File: config.mk
export PLATFORM = sky130hd
export DESIGN_NAME = key_debounce_auto_repeat_core
export DESIGN_NICKNAME = d
export VERILOG_FILES = /design/src/rtl/kdar_pkg.sv /design/src/rtl/kdar_cfg_regs.sv /design/src/rtl/kdar_decide.sv /design/src/rtl/key_debounce_auto_repeat_core.sv
export SDC_FILE = /design/constraint.sdc
export NUM_CORES = 1
export LEC_CHECK = 0
export BUFFER_PORTS_ARGS = -buffer_cell sky130_fd_sc_hd__buf_2
export CORE_ASPECT_RATIO = 1.2
export CORE_MARGIN = 1.5
export CORE_UTILIZATION = 34
export DETAILED_ROUTE_END_ITERATION = 8
export PLACE_DENSITY = 0.64
export RECOVER_POWER = 25
export SLEW_MARGIN = 20
export SYNTH_ARGS = -nofsm -noshare
export SYNTH_HDL_FRONTEND = slang
export SYNTH_SLANG_ARGS = --single-unit
File: constraint.sdc
create_clock -name clk -period 4.15 [get_ports clk]
set_input_delay 0.415 -clock clk [delete_from_list [all_inputs] [get_ports clk]]
set_output_delay 0.415 -clock clk [all_outputs]
set_load 0.005 [all_outputs]
File: src/rtl/kdar_pkg.sv
// Shared widths, register indexes and the configuration bundle for the key debouncer.
package kdar_pkg;

  localparam int unsigned KEY_W   = 5;
  localparam int unsigned DELAY_W = 16;
  localparam int unsigned ADDR_W  = 5;
  localparam int unsigned DATA_W  = 32;
  localparam int unsigned IDX_W   = 3;

  localparam logic [IDX_W-1:0] REG_ACTIVE_LEVEL      = 3'd0;
  localparam logic [IDX_W-1:0] REG_ALLOW_MULTI       = 3'd1;
  localparam logic [IDX_W-1:0] REG_REPEAT_ENABLE     = 3'd2;
  localparam logic [IDX_W-1:0] REG_REPEAT_ACCELERATE = 3'd3;
  localparam logic [IDX_W-1:0] REG_FIRST_DELAY       = 3'd4;
  localparam logic [IDX_W-1:0] REG_REPEAT_DELAY      = 3'd5;

  localparam logic [DELAY_W-1:0] FIRST_DELAY_RST  = 16'd100;
  localparam logic [DELAY_W-1:0] REPEAT_DELAY_RST = 16'd20;

  typedef struct packed {
    logic               active_level;
    logic               allow_multi;
    logic               repeat_enable;
    logic               repeat_accelerate;
    logic [DELAY_W-1:0] first_delay;
    logic [DELAY_W-1:0] repeat_delay;
  } cfg_t;

endpackage

File: src/rtl/kdar_cfg_regs.sv
// APB-style configuration register file for the key debouncer.
module kdar_cfg_regs (
  input  logic                          clk,
  input  logic                          rst,
  input  logic                          psel,
  input  logic                          penable,
  input  logic                          pwrite,
  input  logic [kdar_pkg::ADDR_W-1:0]   paddr,
  input  logic [kdar_pkg::DATA_W-1:0]   pwdata,
  output logic [kdar_pkg::DATA_W-1:0]   prdata,
  output logic                          pready,
  output kdar_pkg::cfg_t                cfg
);
  import kdar_pkg::*;

  logic [IDX_W-1:0] reg_idx;
  logic             wr_en;

  assign reg_idx = paddr[ADDR_W-1:2];
  assign pready  = 1'b1;
  assign wr_en   = psel && penable && pwrite && pready;

  always_ff @(posedge clk) begin
    if (rst) begin
      cfg.active_level      <= 1'b0;
      cfg.allow_multi       <= 1'b0;
      cfg.repeat_enable     <= 1'b1;
      cfg.repeat_accelerate <= 1'b1;
      cfg.first_delay       <= FIRST_DELAY_RST;
      cfg.repeat_delay      <= REPEAT_DELAY_RST;
    end else if (wr_en) begin
      unique case (reg_idx)
        REG_ACTIVE_LEVEL:      cfg.active_level      <= pwdata[0];
        REG_ALLOW_MULTI:       cfg.allow_multi       <= pwdata[0];
        REG_REPEAT_ENABLE:     cfg.repeat_enable     <= pwdata[0];
        REG_REPEAT_ACCELERATE: cfg.repeat_accelerate <= pwdata[0];
        REG_FIRST_DELAY:       cfg.first_delay       <= pwdata[DELAY_W-1:0];
        REG_REPEAT_DELAY:      cfg.repeat_delay      <= pwdata[DELAY_W-1:0];
        default: ;
      endcase
    end
  end

  always_comb begin
    prdata = '0;
    unique case (reg_idx)
      REG_ACTIVE_LEVEL:      prdata[0] = cfg.active_level;
      REG_ALLOW_MULTI:       prdata[0] = cfg.allow_multi;
      REG_REPEAT_ENABLE:     prdata[0] = cfg.repeat_enable;
      REG_REPEAT_ACCELERATE: prdata[0] = cfg.repeat_accelerate;
      REG_FIRST_DELAY:       prdata[DELAY_W-1:0] = cfg.first_delay;
      REG_REPEAT_DELAY:      prdata[DELAY_W-1:0] = cfg.repeat_delay;
      default:               prdata = '0;
    endcase
  end

endmodule

File: src/rtl/kdar_decide.sv
// Debounce decision logic and the held-key state it updates once per scan tick.
module kdar_decide #(
  parameter int unsigned NUM_KEYS = 5
) (
  input  logic                        clk,
  input  logic                        rst,
  input  logic                        step,
  input  kdar_pkg::cfg_t              cfg,
  input  logic [kdar_pkg::KEY_W-1:0]  first_sample,
  input  logic [kdar_pkg::KEY_W-1:0]  second_sample,
  output logic [kdar_pkg::KEY_W-1:0]  key_code
);
  import kdar_pkg::*;

  logic [KEY_W-1:0]   key_mask;
  logic [KEY_W-1:0]   mask_a;
  logic [KEY_W-1:0]   mask_b;
  logic               single_key;
  logic [DELAY_W-1:0] hold_inc;
  logic [DELAY_W-1:0] limit;

  logic [KEY_W-1:0]   last_mask;
  logic [KEY_W-1:0]   last_mask_next;
  logic [DELAY_W-1:0] hold_count;
  logic [DELAY_W-1:0] hold_count_next;
  logic               repeat_phase;
  logic               repeat_phase_next;

  // Pins at or above NUM_KEYS never count as pressed.
  always_comb begin
    for (int i = 0; i < KEY_W; i++) begin
      key_mask[i] = (i < NUM_KEYS);
    end
  end

  assign mask_a     = (cfg.active_level ? first_sample  : ~first_sample)  & key_mask;
  assign mask_b     = (cfg.active_level ? second_sample : ~second_sample) & key_mask;
  assign single_key = (mask_a != '0) && ((mask_a & (mask_a - 1'b1)) == '0);
  assign hold_inc   = hold_count + 1'b1;
  assign limit      = repeat_phase ? cfg.repeat_delay : cfg.first_delay;

  always_comb begin
    last_mask_next    = last_mask;
    hold_count_next   = hold_count;
    repeat_phase_next = repeat_phase;
    key_code          = '0;
    priority if (mask_a != mask_b) begin
      hold_count_next = '0;
    end else if (mask_a == '0) begin
      last_mask_next    = '0;
      hold_count_next   = '0;
      repeat_phase_next = 1'b0;
    end else if (mask_a != last_mask) begin
      hold_count_next = '0;
      last_mask_next  = mask_a;
      if (cfg.allow_multi || single_key) begin
        key_code = mask_a;
      end
    end else if (!cfg.allow_multi && !single_key) begin
      hold_count_next = '0;
    end else if (!cfg.repeat_enable) begin
      hold_count_next = '0;
    end else if (hold_inc > limit) begin
      hold_count_next = '0;
      key_code        = mask_a;
      if (cfg.repeat_accelerate) begin
        repeat_phase_next = 1'b1;
      end
    end else begin
      hold_count_next = hold_inc;
    end
  end

  always_ff @(posedge clk) begin
    if (rst) begin
      last_mask    <= '0;
      hold_count   <= '0;
      repeat_phase <= 1'b0;
    end else if (step) begin
      last_mask    <= last_mask_next;
      hold_count   <= hold_count_next;
      repeat_phase <= repeat_phase_next;
    end
  end

endmodule

File: src/rtl/key_debounce_auto_repeat_core.sv
// Key debouncer with auto-repeat: input register, decision logic and result register.
// Each scan tick is one transfer of two pin samples and yields one transfer of key_code,
// where zero means no event. The block takes one tick per clock cycle unless in_stall is
// high. An accepted tick waits in the input register, moves into the result register when
// that is empty or being emptied, and is offered as a result from there.
// While a result waits to be taken, the input register holds one more tick and then the
// input stalls until the result is taken.
// Configuration registers sit on an APB-style port at byte addresses 0 to 20.
module key_debounce_auto_repeat_core #(
  parameter int unsigned NUM_KEYS = 5
) (
  input  logic                          clk,
  input  logic                          rst,
  input  logic                          psel,
  input  logic                          penable,
  input  logic                          pwrite,
  input  logic [kdar_pkg::ADDR_W-1:0]   paddr,
  input  logic [kdar_pkg::DATA_W-1:0]   pwdata,
  output logic [kdar_pkg::DATA_W-1:0]   prdata,
  output logic                          pready,
  input  logic                          in_valid,
  output logic                          in_stall,
  input  logic [kdar_pkg::KEY_W-1:0]    first_sample,
  input  logic [kdar_pkg::KEY_W-1:0]    second_sample,
  output logic                          out_valid,
  input  logic                          out_stall,
  output logic [kdar_pkg::KEY_W-1:0]    key_code
);
  import kdar_pkg::*;

  cfg_t             cfg;
  logic             in_full;
  logic [KEY_W-1:0] first_q;
  logic [KEY_W-1:0] second_q;
  logic             out_full;
  logic             advance;
  logic [KEY_W-1:0] code;

  kdar_cfg_regs u_cfg (
    .clk     (clk),
    .rst     (rst),
    .psel    (psel),
    .penable (penable),
    .pwrite  (pwrite),
    .paddr   (paddr),
    .pwdata  (pwdata),
    .prdata  (prdata),
    .pready  (pready),
    .cfg     (cfg)
  );

  kdar_decide #(
    .NUM_KEYS (NUM_KEYS)
  ) u_decide (
    .clk           (clk),
    .rst           (rst),
    .step          (advance),
    .cfg           (cfg),
    .first_sample  (first_q),
    .second_sample (second_q),
    .key_code      (code)
  );

  // The held tick moves on whenever the result register is empty or being emptied.
  assign advance   = in_full && (!out_full || !out_stall);
  assign in_stall  = in_full && !advance;
  assign out_valid = out_full;

  always_ff @(posedge clk) begin
    if (rst) begin
      in_full  <= 1'b0;
      out_full <= 1'b0;
    end else begin
      if (!in_stall) begin
        in_full <= in_valid;
      end
      if (advance) begin
        out_full <= 1'b1;
      end else if (!out_stall) begin
        out_full <= 1'b0;
      end
    end
  end

  always_ff @(posedge clk) begin
    if (in_valid && !in_stall) begin
      first_q  <= first_sample;
      second_q <= second_sample;
    end
    if (advance) begin
      key_code <= code;
    end
  end

endmodule
==> results of run 1 <==
## worst min path at each step
| stage | from | end | slack, ns | cells after the start |
|---|---|---|---|---|
| 2_1_floorplan | u_decide.hold_count[14]$_SDFFE_PP0P_ | u_decide.hold_count[14]$_SDFFE_PP0P_ | 0.44 | 2 |
| 3_3_place_gp | u_decide.hold_count[14]$_SDFFE_PP0P_ | u_decide.hold_count[14]$_SDFFE_PP0P_ | 0.45 | 2 |
| 3_5_place_dp | u_decide.hold_count[14]$_SDFFE_PP0P_ | u_decide.hold_count[14]$_SDFFE_PP0P_ | 0.46 | 2 |
| 4_1_cts | second_sample[3] | second_q[3]$_DFFE_PP_ | 0.25 | 1 |
| 5_1_grt | second_sample[1] | second_q[1]$_DFFE_PP_ | 0.24 | 1 |
| 6_report | second_sample[3] | second_q[3]$_DFFE_PP_ | 0.25 | 1 |
## synthesized netlist by cell type, drive strengths merged (4+ instances only)
cell type and number:
clkbuf 20, nor2 30, nor3 12, xor2 11
nand3b 6, nand2b 4, nor2b 5, nand4 5
buf 27, nor4 5, edfxtp 15, mux2i 34
a21oi 55, nand2 95, ha 17, o211ai 14
or4 5, nand3 10, inv 7, dfxtp 60
or2 4, xnor2 16
## stage by stage
step,hold slack [ns],util (%)
after floorplan,0.441,-
after global placement,0.449,37.3
after detailed placement,0.461,37.3
after CTS,0.246,40.0
after global routing,0.244,39.9
final,0.249,39.9
## metal layers
metal | global-route usage (%) | up-vias | share of wire, %
met4 | 6.82 | 0 | 2.2
met2 | 26.7 | 79 | 52
met5 | 0 | - | 0
li1 | - | 1805 | -
met1 | 18.1 | 1732 | 42
met3 | 2.65 | 17 | 3.7
## state kept, by name, indices dropped and copies added (netlist names)
| name | cells |
|---|---|
| first_q | 5 |
| in_full | 1 |
| key_code | 5 |
| out_valid | 1 |
| second_q | 5 |
| u_cfg.cfg | 36 |
| u_decide.hold_count | 16 |
| u_decide.last_mask | 5 |
| u_decide.repeat_phase | 1 |
## placed cells by master (no fill, tap or decap), drive strengths merged, types with 6 or more instances in the layout
cell type and count:
nand2 95, dfxtp 60, nor2 30, o211ai 14, clkbuf 13, nand3 10
xor2 11, nand3b 6, conb 17, mux2i 34, ha 17, edfxtp 15
buf 63, a21oi 55, xnor2 16, nor3 12, inv 8
## logic make-up (layout without fill, tap and decap cells)
group | count (synthesis) | in the layout
AND/OR/NAND/NOR | 195 | 195
AO/OA/AOI/OAI | 93 | 93
flip-flops | 75 | 75
buffers and inverters | 54 | 87
multiplexers | 36 | 36
XOR/XNOR | 27 | 27
adder cells (fa/ha/maj) | 17 | 17
other | 2 | 17
## area by class of cell
cell class	instances	area, sq um
flip-flops and latches	75	1650
multi-input cells	385	2490
repair buffers	64	332
inverters	7	26.3
clock inverters	4	71.3
fillers	1276	7580
well taps	164	205
clock buffers	12	258
## power by group through the flow
stage	logic, mW	clock network, mW	registers, mW
after CTS	0.103	0.871	0.770
final	0.103	0.864	0.770
after global placement	0.100	0	0.785
after floorplan	0.0846	0	0.777
after global routing	0.114	0.908	0.771
after detailed placement	0.103	0	0.785
==> flow_metrics.py, run 1 <==
metrics = {
    "clocking": {
        "ctsHtreeMaxLevel": 3,
        "clk_latency_ns": 0.34,
        "clk_pin_slew_ns": 0.06,
        "hold_buffers": 0,
        "cts_made_buffers": 9,
        "clockRootBuffer": "clkbuf_16",
        "max-clock-path-buffers": 2,
        "postCtsSetupRepairBufs": 0,
        "clock-sinks": 75,
        "cts_resized": 0,
        "cts_tree": "done",
    },
    "logic_synthesis": {
        "synth_ff_type": "dfxtp_1",
        "synthAdderAreaFrac_pct": 4.84,
        "synth-seq-area-share_pct": 37.6,
        "synth_warnings": 0,
        "postSynthCellCount": 499,
        "ys_ff_latch": 75,
        "synth_top_area_share_pct": 27.3,
        "syn-cell-area_sq_um": 4390,
        "synth_top_cell_by_area": "dfxtp_1",
        "async_flop_share_pct": 0,
        "yosys.area_share.xor_xnor_pct": 5.55,
        "synth-compound-area-share_pct": 15.4,
        "synth_top_family_by_area": "simple AND/OR/NAND/NOR gates",
        "synth_edf_count": 15,
        "synthMuxAreaShare_pct": 8.51,
        "yosys.area_share.simple_pct": 21.0,
        "syn_avg_cell_area_sq_um": 8.81,
        "synthTopCellsByArea": "dfxtp_1 27%, edfxtp_1 10%, nand2_1 8.1%",
        "synth_cell_type_count": 53,
    },
    "routing": {
        "final_antenna_net_count": 0,
        "drc": 0,
        "first_pass_iters": 4,
        "vias": 3633,
        "vias_per_cell": 5.11,
        "drt-total-wl_um": 10000,
        "wl_per_cell_um": 14.1,
        "drtIter0Drc": 246,
    },
    "floorplanning": {
        "dieArea_sq_um": 13600,
        "chipHeight_um": 128,
        "core_area_sq_um": 12600,
        "start_util_pct": 34.8,
        "num_rows": 45,
        "die_w_um": 107,
        "io_pins": 94,
    },
    "worst_setup_path": {
        "crit_arrival_ns": 3.92,
        "crit_type": "reg -> reg",
        "r2r-end": "key_code[0]$_SDFFCE_PP0P_",
        "critPathLaunchType": "flip-flop",
        "critPathBufInv": 0,
        "cp-endpoint": "key_code[0]$_SDFFCE_PP0P_",
        "cpMaxStageDelayCell": "or4_1",
        "crit_family": "simple AND/OR/NAND/NOR gates",
        "crit_start": "u_decide.hold_count[3]$_SDFFE_PP0P_",
        "reg2reg_from": "u_decide.hold_count[3]$_SDFFE_PP0P_",
        "worstPathCellList": "and3_1 -> nand3_1 -> nor4_1 -> xor2_1 -> ha_1 -> nand4_1 -> or4_1 -> a21oi_1 -> a211oi_4 -> o32a_1 -> nor3_1",
        "rr_worst_depth": 11,
        "r2r_setup_slack_ns": 0.40,
        "path_max_fanout": 8,
        "critPathMaxStageDelay_ns": 0.60,
        "endpoint_kind": "flip-flop",
        "critPathRequiredTime_ns": 4.32,
        "path_depth": 11,
    },
    "sta": {
        "slew_headroom_pct": -86.1,
        "fin_crit_ns": 3.75,
        "hold_viol_final": 0,
        "tightest_slew_ns": 2.79,
        "skew_ns": 0.00821,
        "setup_tns_ns": 0,
        "rsz0062_at_grt": "no",
        "max_freq_mhz": 266,
        "setup_slack_ns": 0.397,
        "period_share_pct": 90.4,
        "setup_viol": 0,
        "slew_viol_final": 59,
    },
    "power": {
        "p_total_mw": 1.74,
        "seqPwrFrac_pct": 44.3,
        "p_switching_uw": 376,
        "cellPowerDensity_nw_per_um2": 345,
        "internal_power_mw": 1.36,
        "combinationalPowerShare_pct": 5.9,
        "switching_share_pct": 21.7,
        "peakVddDrop_uv": 233,
        "leakagePower_nw": 1.95,
        "clkPwrFrac_pct": 49.8,
    },
    "final_layout": {
        "stdcell_area_sq_um": 5030,
        "syn_to_final_growth_pct": 14.6,
        "final_nets": 613,
        "antenna_cells": 0,
        "drive_gt1_share_pct": 18.8,
        "stdcell_count": 711,
    },
    "placement": {
        "dp_hpwl_um": 7120,
        "place_ws_ns": 0.464,
        "io_buffers": 58,
        "dp_cells": 695,
        "placed_cell_area_sq_um": 4710,
        "place.gp.congestion": 0.810,
    },
    "grt": {
        "grt_overflow": 0,
        "grt_pass1_wl_um": 16600,
        "antenna_found_initial": 0,
        "grt_max_degree": 59,
        "first_global_vias": 3536,
        "track_usage_pct": 15.2,
    },
    "run": {
        "cap_viol_max_count": 1,
    },
    "status": {
        "violations": "max-capacitance violations, max-slew violations",
        "status": "complete, but fails checks",
    },
    "min_path": {
        "hp-class": "in -> reg",
    },
}
(Power assumes the default switching activity.)
==> run 2, diff against run 1 <==
==> constraint.sdc (replaced) <==
create_clock -name clk -period 4.15 [get_ports clk]
set_input_delay 0.2075 -clock clk [delete_from_list [all_inputs] [get_ports clk]]
set_output_delay 0.2075 -clock clk [all_outputs]
set_load 0.005 [all_outputs]
==> flow_metrics.py, run 2 (same netlist as run 1, synthesis figures left out) <==
metrics = {
    "status": {
        "status": "complete, but fails checks",
        "violations": "max-capacitance violations, max-slew violations",
    },
    "sta": {
        "hold_viol_final": 0,
        "tightest_slew_ns": 2.76,
        "rsz0062_at_grt": "no",
        "setup_viol": 0,
        "slew_headroom_pct": -84.0,
        "max_freq_mhz": 263,
        "fin_crit_ns": 3.80,
        "setup_slack_ns": 0.354,
        "slew_viol_final": 59,
        "setup_tns_ns": 0,
        "period_share_pct": 91.5,
        "skew_ns": 0.00799,
    },
    "placement": {
        "placed_cell_area_sq_um": 4710,
        "dp_cells": 695,
        "place.gp.congestion": 0.820,
        "dp_hpwl_um": 7090,
        "io_buffers": 58,
        "place_ws_ns": 0.392,
    },
    "worst_setup_path": {
        "crit_arrival_ns": 3.96,
        "critPathBufInv": 0,
        "r2r_setup_slack_ns": 0.35,
        "path_depth": 11,
        "critPathMaxStageDelay_ns": 0.61,
        "crit_type": "reg -> reg",
        "path_max_fanout": 8,
        "crit_family": "simple AND/OR/NAND/NOR gates",
        "endpoint_kind": "flip-flop",
        "critPathRequiredTime_ns": 4.31,
        "rr_worst_depth": 11,
        "critPathLaunchType": "flip-flop",
        "worstPathCellList": "and3_1 -> nand3_1 -> nor4_1 -> xor2_1 -> ha_1 -> nand4_1 -> or4_1 -> a21oi_1 -> a211oi_4 -> o32a_1 -> nor3_1",
        "cpMaxStageDelayCell": "or4_1",
    },
    "final_layout": {
        "stdcell_area_sq_um": 5040,
        "reg.largest.list": "u_cfg.cfg: 36 flops, u_decide.hold_count: 16 flops",
        "layout_commonest_cell": "nand2_1",
        "final_cell_mix": "95 x nand2_1, 60 x dfxtp_1, 53 x buf_2, 48 x a21oi_1, 34 x mux2i_1",
        "largest_reg_flops": 36,
        "syn_to_final_growth_pct": 14.7,
        "fillers": 1267,
        "antenna_cells": 0,
        "top_register": "u_cfg.cfg",
        "stdcell_count": 711,
        "final_nets": 613,
        "drive_gt1_share_pct": 18.3,
    },
    "clocking": {
        "ctsHtreeMaxLevel": 3,
        "clk_pin_slew_ns": 0.06,
        "clockRootBuffer": "clkbuf_16",
        "max-clock-path-buffers": 2,
        "cts_resized": 0,
        "hold_buffers": 0,
        "clock-sinks": 75,
        "cts_tree": "done",
        "cts_made_buffers": 9,
        "clk_latency_ns": 0.34,
        "postCtsSetupRepairBufs": 0,
    },
    "grt": {
        "track_usage_pct": 15.2,
        "grt_pass1_wl_um": 16500,
        "first_global_vias": 3495,
        "grt_max_degree": 59,
        "grt_overflow": 0,
        "antenna_found_initial": 0,
    },
    "floorplanning": {
        "dieArea_sq_um": 13600,
        "io_pins": 94,
        "num_rows": 45,
        "core_area_sq_um": 12600,
        "start_util_pct": 34.8,
        "chipHeight_um": 128,
        "die_w_um": 107,
    },
    "routing": {
        "first_pass_iters": 4,
        "vias_per_cell": 5.04,
        "drt-total-wl_um": 10100,
        "drtIter0Drc": 145,
        "vias": 3583,
        "wl_per_cell_um": 14.2,
        "drc": 0,
        "final_antenna_net_count": 0,
    },
    "min_path": {
        "hp-class": "in -> reg",
        "holdPathStages": 1,
    },
    "power": {
        "leakagePower_nw": 1.94,
        "peakVddDrop_uv": 261,
        "cellPowerDensity_nw_per_um2": 351,
    },
    "run": {
        "cap_viol_max_count": 1,
    },
}
==> run 2: cell count changes in the layout (fill, tap and decap cells not counted), sizes merged <==
cell | before | now
buf | 63 | 59
clkbuf | 13 | 14
bufinv | 2 | 3
clkinv | 1 | 3
==> run 2: cell type report <==
type                    count  area, sq um  area share, %
clock buffers               9          225           4.47
clock inverters             7          115           2.28
inverters                   7         26.3          0.521
multi-input cells         385         2490           49.4
flip-flops and latches     75         1650           32.8
well taps                 164          205           4.07
repair buffers             64          325           6.45
==> run 2: per-layer routing <==
layer / track usage (%) / vias to the layer above / wire length [um]
met5: 0 / - / 0
met4: 5.33 / 0 / 140
met3: 3.42 / 9 / 349
met2: 26.8 / 70 / 5250
met1: 18.2 / 1702 / 4360
li1: - / 1802 / -
==> run 2: path summary, 6_finish.rpt <==
check	from	endpoint
hold reg to reg	u_decide.hold_count[14]$_SDFFE_PP0P_	u_decide.hold_count[14]$_SDFFE_PP0P_
hold / removal	second_sample[3]	second_q[3]$_DFFE_PP_
setup reg to reg	u_decide.hold_count[3]$_SDFFE_PP0P_	key_code[0]$_SDFFCE_PP0P_
setup / recovery	u_decide.hold_count[3]$_SDFFE_PP0P_	key_code[0]$_SDFFCE_PP0P_
==> run 2: power by group <==
part	switching, mW	internal [mW]
clock network	0.309	0.586
registers	0.0131	0.757
logic	0.0621	0.0405
total	0.384	1.38
==> run 2: stage by stage <==
| step | hold slack (ns) | power (mW) | utilization, % |
|---|---|---|---|
| after global routing | 0.0328 | 1.83 | 40.0 |
| final | 0.0453 | 1.77 | 40.0 |
| after detailed placement | 0.386 | 0.888 | 37.3 |
| after floorplan | 0.306 | 0.862 | - |
| after CTS | 0.0343 | 1.79 | 40.0 |
| after global placement | 0.385 | 0.885 | 37.3 |
==> run 2: worst reg2reg max path: stages, from the launching register on <==
cell      delay (ns)
dfxtp_1         0.40
and3_1          0.25
nand3_1         0.23
nor4_1          0.40
xor2_1          0.17
ha_1            0.33
nand4_1         0.17
or4_1           0.61
a21oi_1         0.28
a211oi_4        0.15
o32a_1          0.46
nor3_1          0.18
==> run 3, diff against run 2 <==
clock period = 4.87 ns   (was 4.15 ns; I/O delays follow)
==> flow_metrics.py, run 3 (same netlist as run 1, synthesis figures left out) <==
metrics = {
    "status": {
        "status": "complete, but fails checks",
        "violations": "max-capacitance violations, max-slew violations",
    },
    "grt": {
        "first_global_vias": 3544,
        "met3_usage_pct": 2.91,
        "grt_max_degree": 59,
        "grt_overflow": 0,
        "grt_pass1_wl_um": 16500,
        "track_usage_pct": 15.2,
        "antenna_found_initial": 0,
        "use_met2_pct": 28.4,
        "grt.busiest_layer": "met2",
        "grt_use_met1_pct": 17.0,
    },
    "final_layout": {
        "top_register": "u_cfg.cfg",
        "syn_to_final_growth_pct": 14.4,
        "drive_gt1_share_pct": 18.2,
        "layout_commonest_cell": "nand2_1",
        "largest_reg_flops": 36,
        "reg.largest.list": "u_cfg.cfg: 36 flops, u_decide.hold_count: 16 flops",
        "stdcell_count": 709,
        "final_cell_mix": "95 x nand2_1, 60 x dfxtp_1, 53 x buf_2, 48 x a21oi_1, 34 x mux2i_1",
        "fin_util_pct": 39.9,
        "antenna_cells": 0,
        "final_nets": 612,
        "fillers": 1280,
    },
    "sta": {
        "period_share_pct": 78.4,
        "slew_viol_final": 59,
        "rsz0062_at_grt": "no",
        "tightest_slew_ns": 2.75,
        "slew_headroom_pct": -83.5,
        "setup_slack_ns": 1.05,
        "setup_viol": 0,
        "hold_viol_final": 0,
        "max_freq_mhz": 262,
        "skew_ns": 0.00790,
        "fin_crit_ns": 3.82,
        "setup_tns_ns": 0,
    },
    "clocking": {
        "clockRootBuffer": "clkbuf_16",
        "postCtsSetupRepairBufs": 0,
        "cts_resized": 0,
        "clk_latency_ns": 0.34,
        "clock-sinks": 75,
        "clk_pin_slew_ns": 0.06,
        "ctsHtreeMaxLevel": 3,
        "cts_made_buffers": 9,
        "hold_buffers": 0,
        "cts_tree": "done",
        "max-clock-path-buffers": 2,
    },
    "placement": {
        "dp_cells": 694,
        "place_ws_ns": 1.07,
        "place.gp.congestion": 0.816,
        "dp_hpwl_um": 7140,
        "io_buffers": 58,
    },
    "power": {
        "peakVddDrop_uv": 213,
        "p_total_mw": 1.47,
        "leakagePower_nw": 1.93,
        "cellPowerDensity_nw_per_um2": 293,
    },
    "worst_setup_path": {
        "endpoint_kind": "flip-flop",
        "crit_type": "reg -> reg",
        "path_max_fanout": 8,
        "critPathRequiredTime_ns": 4.95,
        "reg2reg_from": "u_decide.hold_count[2]$_SDFFE_PP0P_",
        "crit_arrival_ns": 3.90,
        "crit_start": "u_decide.hold_count[2]$_SDFFE_PP0P_",
        "critPathLaunchType": "flip-flop",
    },
    "floorplanning": {
        "core_area_sq_um": 12600,
        "die_w_um": 107,
        "num_rows": 45,
        "start_util_pct": 34.8,
        "chipHeight_um": 128,
        "dieArea_sq_um": 13600,
        "io_pins": 94,
    },
    "routing": {
        "drt-total-wl_um": 10100,
        "vias": 3589,
        "first_pass_iters": 4,
        "wl_per_cell_um": 14.2,
        "drtIter0Drc": 193,
        "vias_per_cell": 5.06,
        "drc": 0,
        "final_antenna_net_count": 0,
    },
    "run": {
        "cap_viol_max_count": 1,
    },
    "min_path": {
        "hp-start": "first_sample[2]",
        "hp-class": "in -> reg",
    },
}
[run 3: stage by stage]
step,hold slack (ns),cell area (sq um)
detailed placement,0.422,4700
floorplan,0.342,4450
finish,0.0779,5030
CTS,0.0732,5030
global route,0.0690,5030
global placement,0.420,4700
[run 3: metal layers]
layer	vias up	wire (um)
met5	-	0
met4	0	187
met3	18	359
met2	71	5230
met1	1691	4290
li1	1809	-
[run 3: worst max-delay path: stages, from the launching register on]
cell	delay, ns
dfxtp_1	0.39
and3_1	0.25
nand3_1	0.25
nor3_1	0.33
xor2_1	0.31
ha_1	0.30
a21o_1	0.16
a21o_1	0.17
a2111o_1	0.45
a211oi_4	0.49
o32a_1	0.38
nor3_1	0.08
[run 3: cell type report]
cell class / count / area [sq um] / share of cell area (%)
multi-input cells: 385 / 2500 / 49.7
flip-flops and latches: 75 / 1650 / 32.8
repair buffers: 63 / 319 / 6.34
clock buffers: 11 / 254 / 5.05
well taps: 164 / 205 / 4.08
clock inverters: 4 / 73.8 / 1.47
inverters: 7 / 26.3 / 0.523
[run 3: final timing paths]
check                                          to  slack [ns]  depth (start not counted)
min                          first_q[2]$_DFFE_PP_        0.08                          1
max reg2reg             key_code[2]$_SDFFCE_PP0P_        1.05                         11
max                     key_code[2]$_SDFFCE_PP0P_        1.05                         11
min reg2reg  u_decide.hold_count[14]$_SDFFE_PP0P_        0.47                          2
[run 3: report_power, final]
part	switching, mW	total, mW	internal [mW]	leakage, nW
Sequential	0.0109	0.656	0.645	0.626
Clock	0.254	0.731	0.477	0.161
Combinational	0.0533	0.0881	0.0348	1.14
